### src/spq_pkg.sv
`timescale 1ns / 1ps
// ----------------------------------------------------------------------------
// spq_pkg: shared types and constants for the stable priority queue
// Defines the request and response payload structs and the operation codes.
// ----------------------------------------------------------------------------
package spq_pkg;

  localparam int PRIO_W        = 16;
  localparam int DATA_W        = 32;
  localparam int COUNT_W       = 5;
  localparam int DEPTH_DEFAULT = 16;

  // operation codes
  localparam logic KIND_ENQ = 1'b0;
  localparam logic KIND_DEQ = 1'b1;

  typedef struct packed {
    logic                     kind;
    logic signed [PRIO_W-1:0] new_priority;
    logic        [DATA_W-1:0] new_data;
  } req_t;

  typedef struct packed {
    logic                      taken_valid;
    logic         [DATA_W-1:0] taken_data;
    logic                      head_valid;
    logic signed  [PRIO_W-1:0] head_priority;
    logic         [DATA_W-1:0] head_data;
    logic        [COUNT_W-1:0] entry_count;
    logic                      refused;
  } rsp_t;

endpackage

### src/stable_priority_queue.sv
`timescale 1ns / 1ps
// ----------------------------------------------------------------------------
// stable_priority_queue: bounded sorted-list priority queue
// Holds up to DEPTH entries in ascending priority order, ties in arrival order.
// ----------------------------------------------------------------------------
// usage
//   req channel (req_valid / req_ready / req): one operation per transfer,
//     kind selects enqueue of new_priority and new_data, or dequeue of the head
//   rsp channel (rsp_valid / rsp_ready / rsp): exactly one response per
//     request, carrying the removed entry, a peek at the head, the entry count
//     and a refusal flag for an enqueue into a full queue
//   response: the response is registered and appears in the cycle after the
//     request transfer
//   throughput: one operation per cycle while rsp_ready stays high; all slots
//     compare against the new priority in parallel and shift by one place at
//     once, so the compare-and-shift stage between the slot registers sets the rate
//   stall: the response register holds while rsp_ready is low; a new request
//     is taken in the same cycle the held response leaves, so with rsp_ready
//     held high the queue runs back to back
//   reset: rst (synchronous, active high) empties the queue and drops any
//     pending response; slot contents stay undefined until written and are
//     never looked at beyond the entry count
// ----------------------------------------------------------------------------
module stable_priority_queue
  import spq_pkg::*;
#(
  parameter int DEPTH = DEPTH_DEFAULT
) (
  input  logic clk,
  input  logic rst,
  input  logic req_valid,
  output logic req_ready,
  input  req_t req,
  output logic rsp_valid,
  input  logic rsp_ready,
  output rsp_t rsp
);

  localparam int CW = $clog2(DEPTH + 1);
  localparam logic [CW-1:0] FULL_COUNT = CW'(DEPTH);

  // sorted slots, slot 0 is the head
  logic signed [PRIO_W-1:0] slot_priority      [DEPTH];
  logic        [DATA_W-1:0] slot_data          [DEPTH];
  logic signed [PRIO_W-1:0] slot_priority_next [DEPTH];
  logic        [DATA_W-1:0] slot_data_next     [DEPTH];
  logic [CW-1:0]            count;
  logic [CW-1:0]            count_next;

  logic [DEPTH-1:0] stay;   // slot keeps its entry: held and not above new priority
  logic             fire;
  logic             do_enq;
  logic             do_deq;
  logic             full;
  logic             empty;
  rsp_t             rsp_next;

  // response register frees up when it is empty or being taken
  assign req_ready = !rsp_valid || rsp_ready;
  assign fire      = req_valid && req_ready;
  assign full      = (count == FULL_COUNT);
  assign empty     = (count == '0);
  assign do_enq    = fire && (req.kind == KIND_ENQ) && !full;
  assign do_deq    = fire && (req.kind == KIND_DEQ) && !empty;

  // parallel compare: equal priorities stay ahead, so the new entry lands behind them
  always_comb begin
    for (int i = 0; i < DEPTH; i++) begin
      stay[i] = (CW'(i) < count) && (slot_priority[i] <= req.new_priority);
    end
  end

  // insert or remove with a one-place shift across all slots
  always_comb begin
    for (int i = 0; i < DEPTH; i++) begin
      slot_priority_next[i] = slot_priority[i];
      slot_data_next[i]     = slot_data[i];
      if (do_enq) begin
        if (stay[i]) begin
          slot_priority_next[i] = slot_priority[i];
          slot_data_next[i]     = slot_data[i];
        end else if (i == 0) begin
          slot_priority_next[i] = req.new_priority;
          slot_data_next[i]     = req.new_data;
        end else if (stay[(i == 0) ? 0 : i-1]) begin
          slot_priority_next[i] = req.new_priority;
          slot_data_next[i]     = req.new_data;
        end else begin
          slot_priority_next[i] = slot_priority[(i == 0) ? 0 : i-1];
          slot_data_next[i]     = slot_data[(i == 0) ? 0 : i-1];
        end
      end else if (do_deq && (i < DEPTH - 1)) begin
        slot_priority_next[i] = slot_priority[(i < DEPTH - 1) ? i+1 : i];
        slot_data_next[i]     = slot_data[(i < DEPTH - 1) ? i+1 : i];
      end
    end
  end

  always_comb begin
    count_next = count;
    if (do_enq) begin
      count_next = count + CW'(1);
    end else if (do_deq) begin
      count_next = count - CW'(1);
    end
  end

  // response built from the state after this operation
  always_comb begin
    rsp_next               = '0;
    rsp_next.taken_valid   = do_deq;
    rsp_next.taken_data    = do_deq ? slot_data[0] : '0;
    rsp_next.head_valid    = (count_next != '0);
    rsp_next.head_priority = (count_next != '0) ? slot_priority_next[0] : '0;
    rsp_next.head_data     = (count_next != '0) ? slot_data_next[0] : '0;
    rsp_next.entry_count   = COUNT_W'(count_next);
    rsp_next.refused       = fire && (req.kind == KIND_ENQ) && full;
  end

  always_ff @(posedge clk) begin
    for (int i = 0; i < DEPTH; i++) begin
      slot_priority[i] <= slot_priority_next[i];
      slot_data[i]     <= slot_data_next[i];
    end
  end

  always_ff @(posedge clk) begin
    if (rst) begin
      count     <= '0;
      rsp_valid <= 1'b0;
    end else begin
      count <= count_next;
      if (fire) begin
        rsp_valid <= 1'b1;
      end else if (rsp_ready) begin
        rsp_valid <= 1'b0;
      end
    end
  end

  always_ff @(posedge clk) begin
    if (fire) begin
      rsp <= rsp_next;
    end
  end

  // ---------------------------------------------------------------------------
  // assertions
  // ---------------------------------------------------------------------------
  a_count_bound: assert property (@(posedge clk) disable iff (rst)
    count <= FULL_COUNT)
    else $error("entry count above depth");

  a_head_matches_count: assert property (@(posedge clk) disable iff (rst)
    rsp_valid && $past(fire) |-> rsp.head_valid == (count != '0))
    else $error("head valid disagrees with entry count");

  a_empty_deq: assert property (@(posedge clk) disable iff (rst)
    fire && (req.kind == KIND_DEQ) && empty |=> !rsp.taken_valid && count == '0)
    else $error("dequeue from empty queue removed an entry");

  a_full_refuse: assert property (@(posedge clk) disable iff (rst)
    fire && (req.kind == KIND_ENQ) && full |=> rsp.refused && count == FULL_COUNT)
    else $error("enqueue into full queue not refused");

  for (genvar g = 0; g < DEPTH - 1; g++) begin : g_order
    a_sorted: assert property (@(posedge clk) disable iff (rst)
      (CW'(g + 1) < count) |-> slot_priority[g] <= slot_priority[g+1])
      else $error("held slots out of priority order");
  end

endmodule

### config.mk
export PLATFORM = sky130hd
export DESIGN_NAME = stable_priority_queue
export DESIGN_NICKNAME = d
export VERILOG_FILES = /design/src/spq_pkg.sv /design/src/stable_priority_queue.sv
export SDC_FILE = /design/constraint.sdc
export NUM_CORES = 2
export LEC_CHECK = 0
export ABC_AREA = 0
export BUFFER_PORTS_ARGS = -buffer_cell sky130_fd_sc_hd__buf_2
export CORE_MARGIN = 2
export CORE_UTILIZATION = 60
export CTS_CLUSTER_SIZE = 14
export DETAILED_ROUTE_END_ITERATION = 10
export PLACE_DENSITY = 0.85
export SYNTH_ARGS = -nofsm -noshare
export SYNTH_HDL_FRONTEND = slang
export SYNTH_SLANG_ARGS = --single-unit
export TNS_END_PERCENT = 1
### constraint.sdc
create_clock -name clk -period 13.5 [get_ports clk]
set_input_delay 0.675 -clock clk [delete_from_list [all_inputs] [get_ports clk]]
set_output_delay 0.675 -clock clk [all_outputs]
set_load 0.01 [all_outputs]
==> impl_metrics.py <==
metrics = {
    "final_layout": {
        "fill_cells": 5947,
        "nNetsFinal": 4914,
        "drive_gt1_share_pct": 13.9,
        "areaGrowthSynthToFinish_pct": 8.19,
        "layoutNonFillerInstCount": 5752,
    },
    "routing": {
        "dr_wl_met3_um": 23600,
        "wl_met1_um": 57500,
        "viasPerCell": 7.27,
        "drtPass1Iterations": 10,
        "routed.top_layer": "met5",
        "drtIter0Drc": 6820,
        "wl_um": 152000,
        "wl_met2_um": 65800,
        "vias": 41800,
        "wire_per_inst_um": 26.3,
        "antenna_left": 0,
        "drc": 0,
    },
    "synth": {
        "ys.flop_type": "edfxtp_1",
        "synth_area_leaders": "edfxtp_1 (49%), ha_1 (6.5%), nand2_1 (4.7%)",
        "synth_seq_cells": 862,
        "postSynthCellCount": 4774,
        "synthMuxAreaShare_pct": 3.97,
        "yosys.area_share.simple_pct": 14.6,
        "synth_fa_ha_area_share_pct": 6.50,
        "synth_top_family_by_area": "compound AO/OA/AOI/OAI gates",
        "yosys_warnings": 0,
        "ys_seq_area_share_pct": 50.8,
        "synth_xor_area_share_pct": 0.0527,
        "syn_avg_cell_area_um2": 10.4,
        "netlist_area_um2": 49900,
        "async_flop_share_pct": 0,
        "syn_nets": 5086,
        "synth_compound_area_share_pct": 19.7,
        "synth_top_cell_area_share_pct": 48.6,
        "synth_edf_count": 808,
        "synth.largest_area_cell": "edfxtp_1",
        "synth_cell_types": 71,
    },
    "job": {
        "drv_cap": 0,
    },
    "worst_setup_path": {
        "worstSetupEndpointType": "register",
        "crit_family": "buffers and inverters",
        "crit_buf_inv": 4,
        "critPathMaxFanout": 202,
        "start_kind": "register",
        "crit_chain": "nand4bb_1 > nand4_1 > buf_4 > buf_4 > buf_12 > buf_12 > nor3_1 > a221o_1 > a221o_1 > o41a_1",
        "arrival_ns": 6.16,
        "cpPeakStageDelay_ns": 0.89,
        "critPathSlowestCell": "dfxtp_1",
        "crit_type": "register to register",
        "cp_data_required_time_ns": 13.90,
    },
    "die": {
        "io_pins": 143,
        "die_width_um": 292,
        "initial_core_util_pct": 60.7,
        "num_rows": 105,
        "core_um2": 82200,
        "dieArea_um2": 85500,
        "die_y_um": 292,
    },
    "sta": {
        "period_share_pct": 42.6,
        "fin_hold_ws_ns": 0.256,
        "final.min_clock_period_ns": 5.75,
        "tns_ns": 0,
        "rsz0062_at_grt": "false",
        "hold_violations": 0,
        "setup_violations": 0,
        "tightest_slew_ns": 1.19,
        "slew_headroom_pct": 20.3,
        "max_freq_ghz": 0.174,
        "maxSlewViolCount": 0,
        "skew_ns": 0.0268,
    },
    "grt": {
        "grt_pass1_wl_um": 230000,
        "grt_pass1_vias": 38800,
        "overflow": 0,
        "antenna_found_initial": 5,
        "grt_max_degree": 203,
        "grt_use_total_pct": 34.1,
    },
    "placed_design": {
        "place.gp.congestion": 0.979,
        "dpl.cell_count": 5582,
        "hpwl_um": 98900,
        "portBuffers": 142,
    },
    "clock_tree": {
        "clkTransAtPathRegs_ns": 0.07,
        "cts-root-buf": "clkbuf_16",
        "cts_tree": "built",
        "cts-hold-fix-buffers": 0,
        "post_cts_resized": 0,
        "clk_latency_ns": 0.68,
        "clock_sinks": 862,
        "cts_buffer_depth": 3,
        "postCtsSetupRepairBufs": 0,
        "cts_htree_levels": 3,
        "cts_inserted_buffers": 88,
    },
    "power_and_ir_drop": {
        "ir_worst_vdd_mv": 0.146,
        "leakagePower_nw": 19.7,
        "power_w": 0.00845,
        "power_density_nw_per_um2": 157,
    },
    "hold_path": {
        "hp-class": "input port to register",
    },
    "outcome": {
        "outcome": "finished clean",
    },
}
-- power breakdown --
part,internal (W),total [W],switching [W]
Sequential,0.00350,0.00385,0.000343
Clock,0.00151,0.00263,0.00112
Combinational,0.000741,0.00197,0.00123
Total,0.00576,0.00845,0.00269
-- per-stage QoR --
stage	worst slack (ns)	utilization [%]	instance area, um2
after global routing	7.57	65.6	54000
after global placement	8.28	61.9	50900
after floorplan	6.68	-	49900
after CTS	8.04	65.6	54000
after detailed placement	8.08	61.9	50900
final	7.75	65.6	54000
-- area by class of cell --
cell class	instances	area, um2	share of cell area [%]
sequential	862	25300	47.0
multi-input combinational	3385	22700	42.0
clock buffer	106	2330	4.32
timing repair buffer	218	1340	2.49
tap	1070	1340	2.48
clock inverter	59	739	1.37
inverter	47	178	0.329
antenna	5	12.5	0.0232
-- worst register-to-register path, stage by stage, from the launching register on --
cell	delay, ns
dfxtp_1	0.89
nand4bb_1	0.36
nand4_1	0.20
buf_4	0.76
buf_4	0.85
buf_12	0.67
buf_12	0.61
nor3_1	0.48
a221o_1	0.29
a221o_1	0.27
o41a_1	0.11
-- path summary, 6_finish.rpt --
check | startpoint | endpoint | slack (ns) | cells past startpoint
setup / recovery | count[4] | rsp[39] | 7.75 | 10
hold / removal | rst | count[2] | 0.26 | 2
setup reg to reg | count[4] | rsp[39] | 7.75 | 10
hold reg to reg | slot_data[1][255] | slot_data[1][223] | 0.53 | 2
-- cell families after synthesis --
group                    after synthesis
AND/OR/NAND/NOR                     1588
AO/OA/AOI/OAI                       1343
flip-flops                           862
buffers and inverters                527
adder cells (fa/ha/maj)              259
multiplexers                         192
XOR/XNOR                               3
-- sequential cells by signal, indices dropped and copies added (netlist names) --
name,cells
count,5
rsp,88
rsp_valid,1
slot_data,512
slot_priority,256
-- metal layers --
metal / global-route usage (%) / up-vias
met3: 9.83 / 388
met2: 50.7 / 3509
met4: 11.4 / 2
li1: - / 18000
met1: 48.3 / 19900
met5: 0 / -
-- cells in the final DEF, fill, tap and decap left out, types with 11 or more instances in the layout --
| master | instances |
|---|---|
| ha_1 | 259 |
| a221o_1 | 62 |
| o22ai_1 | 143 |
| or3_1 | 11 |
| o221a_2 | 193 |
| o211ai_1 | 249 |
| a211oi_1 | 17 |
| o21ai_0 | 264 |
| clkbuf_1 | 13 |
| buf_2 | 142 |
| nand3_1 | 257 |
| o41a_1 | 46 |
| and2_1 | 78 |
| clkinv_1 | 16 |
| mux2_2 | 48 |
| mux2i_1 | 144 |
| bufinv_16 | 14 |
| nor3_1 | 132 |
| buf_4 | 71 |
| nor2_1 | 247 |
| inv_1 | 45 |
| a31oi_1 | 52 |
| a21oi_1 | 179 |
| clkbuf_16 | 89 |
| edfxtp_1 | 808 |
| dfxtp_1 | 54 |
| clkinv_2 | 18 |
| nor2b_1 | 30 |
| nand2_1 | 616 |
| nand4_1 | 51 |
| nand2b_1 | 103 |
| a21o_1 | 34 |
| a22oi_1 | 34 |
-- synthesized netlist by cell type (36+ instances only) --
cell / instances
ha_1: 259
nor2_1: 250
dfxtp_1: 54
inv_1: 46
buf_1: 52
o21ai_0: 270
mux2_2: 48
nand2b_1: 104
buf_2: 106
nor3_1: 135
a22oi_1: 36
o211ai_1: 249
clkbuf_1: 313
mux2i_1: 144
a221o_1: 62
o22ai_1: 143
nand3_1: 257
nand2_1: 626
o221a_2: 193
o41a_1: 46
a31oi_1: 53
and2_1: 79
nand4_1: 51
edfxtp_1: 808
a21oi_1: 180
No activity file was read; power rests on OpenSTA's default activity.
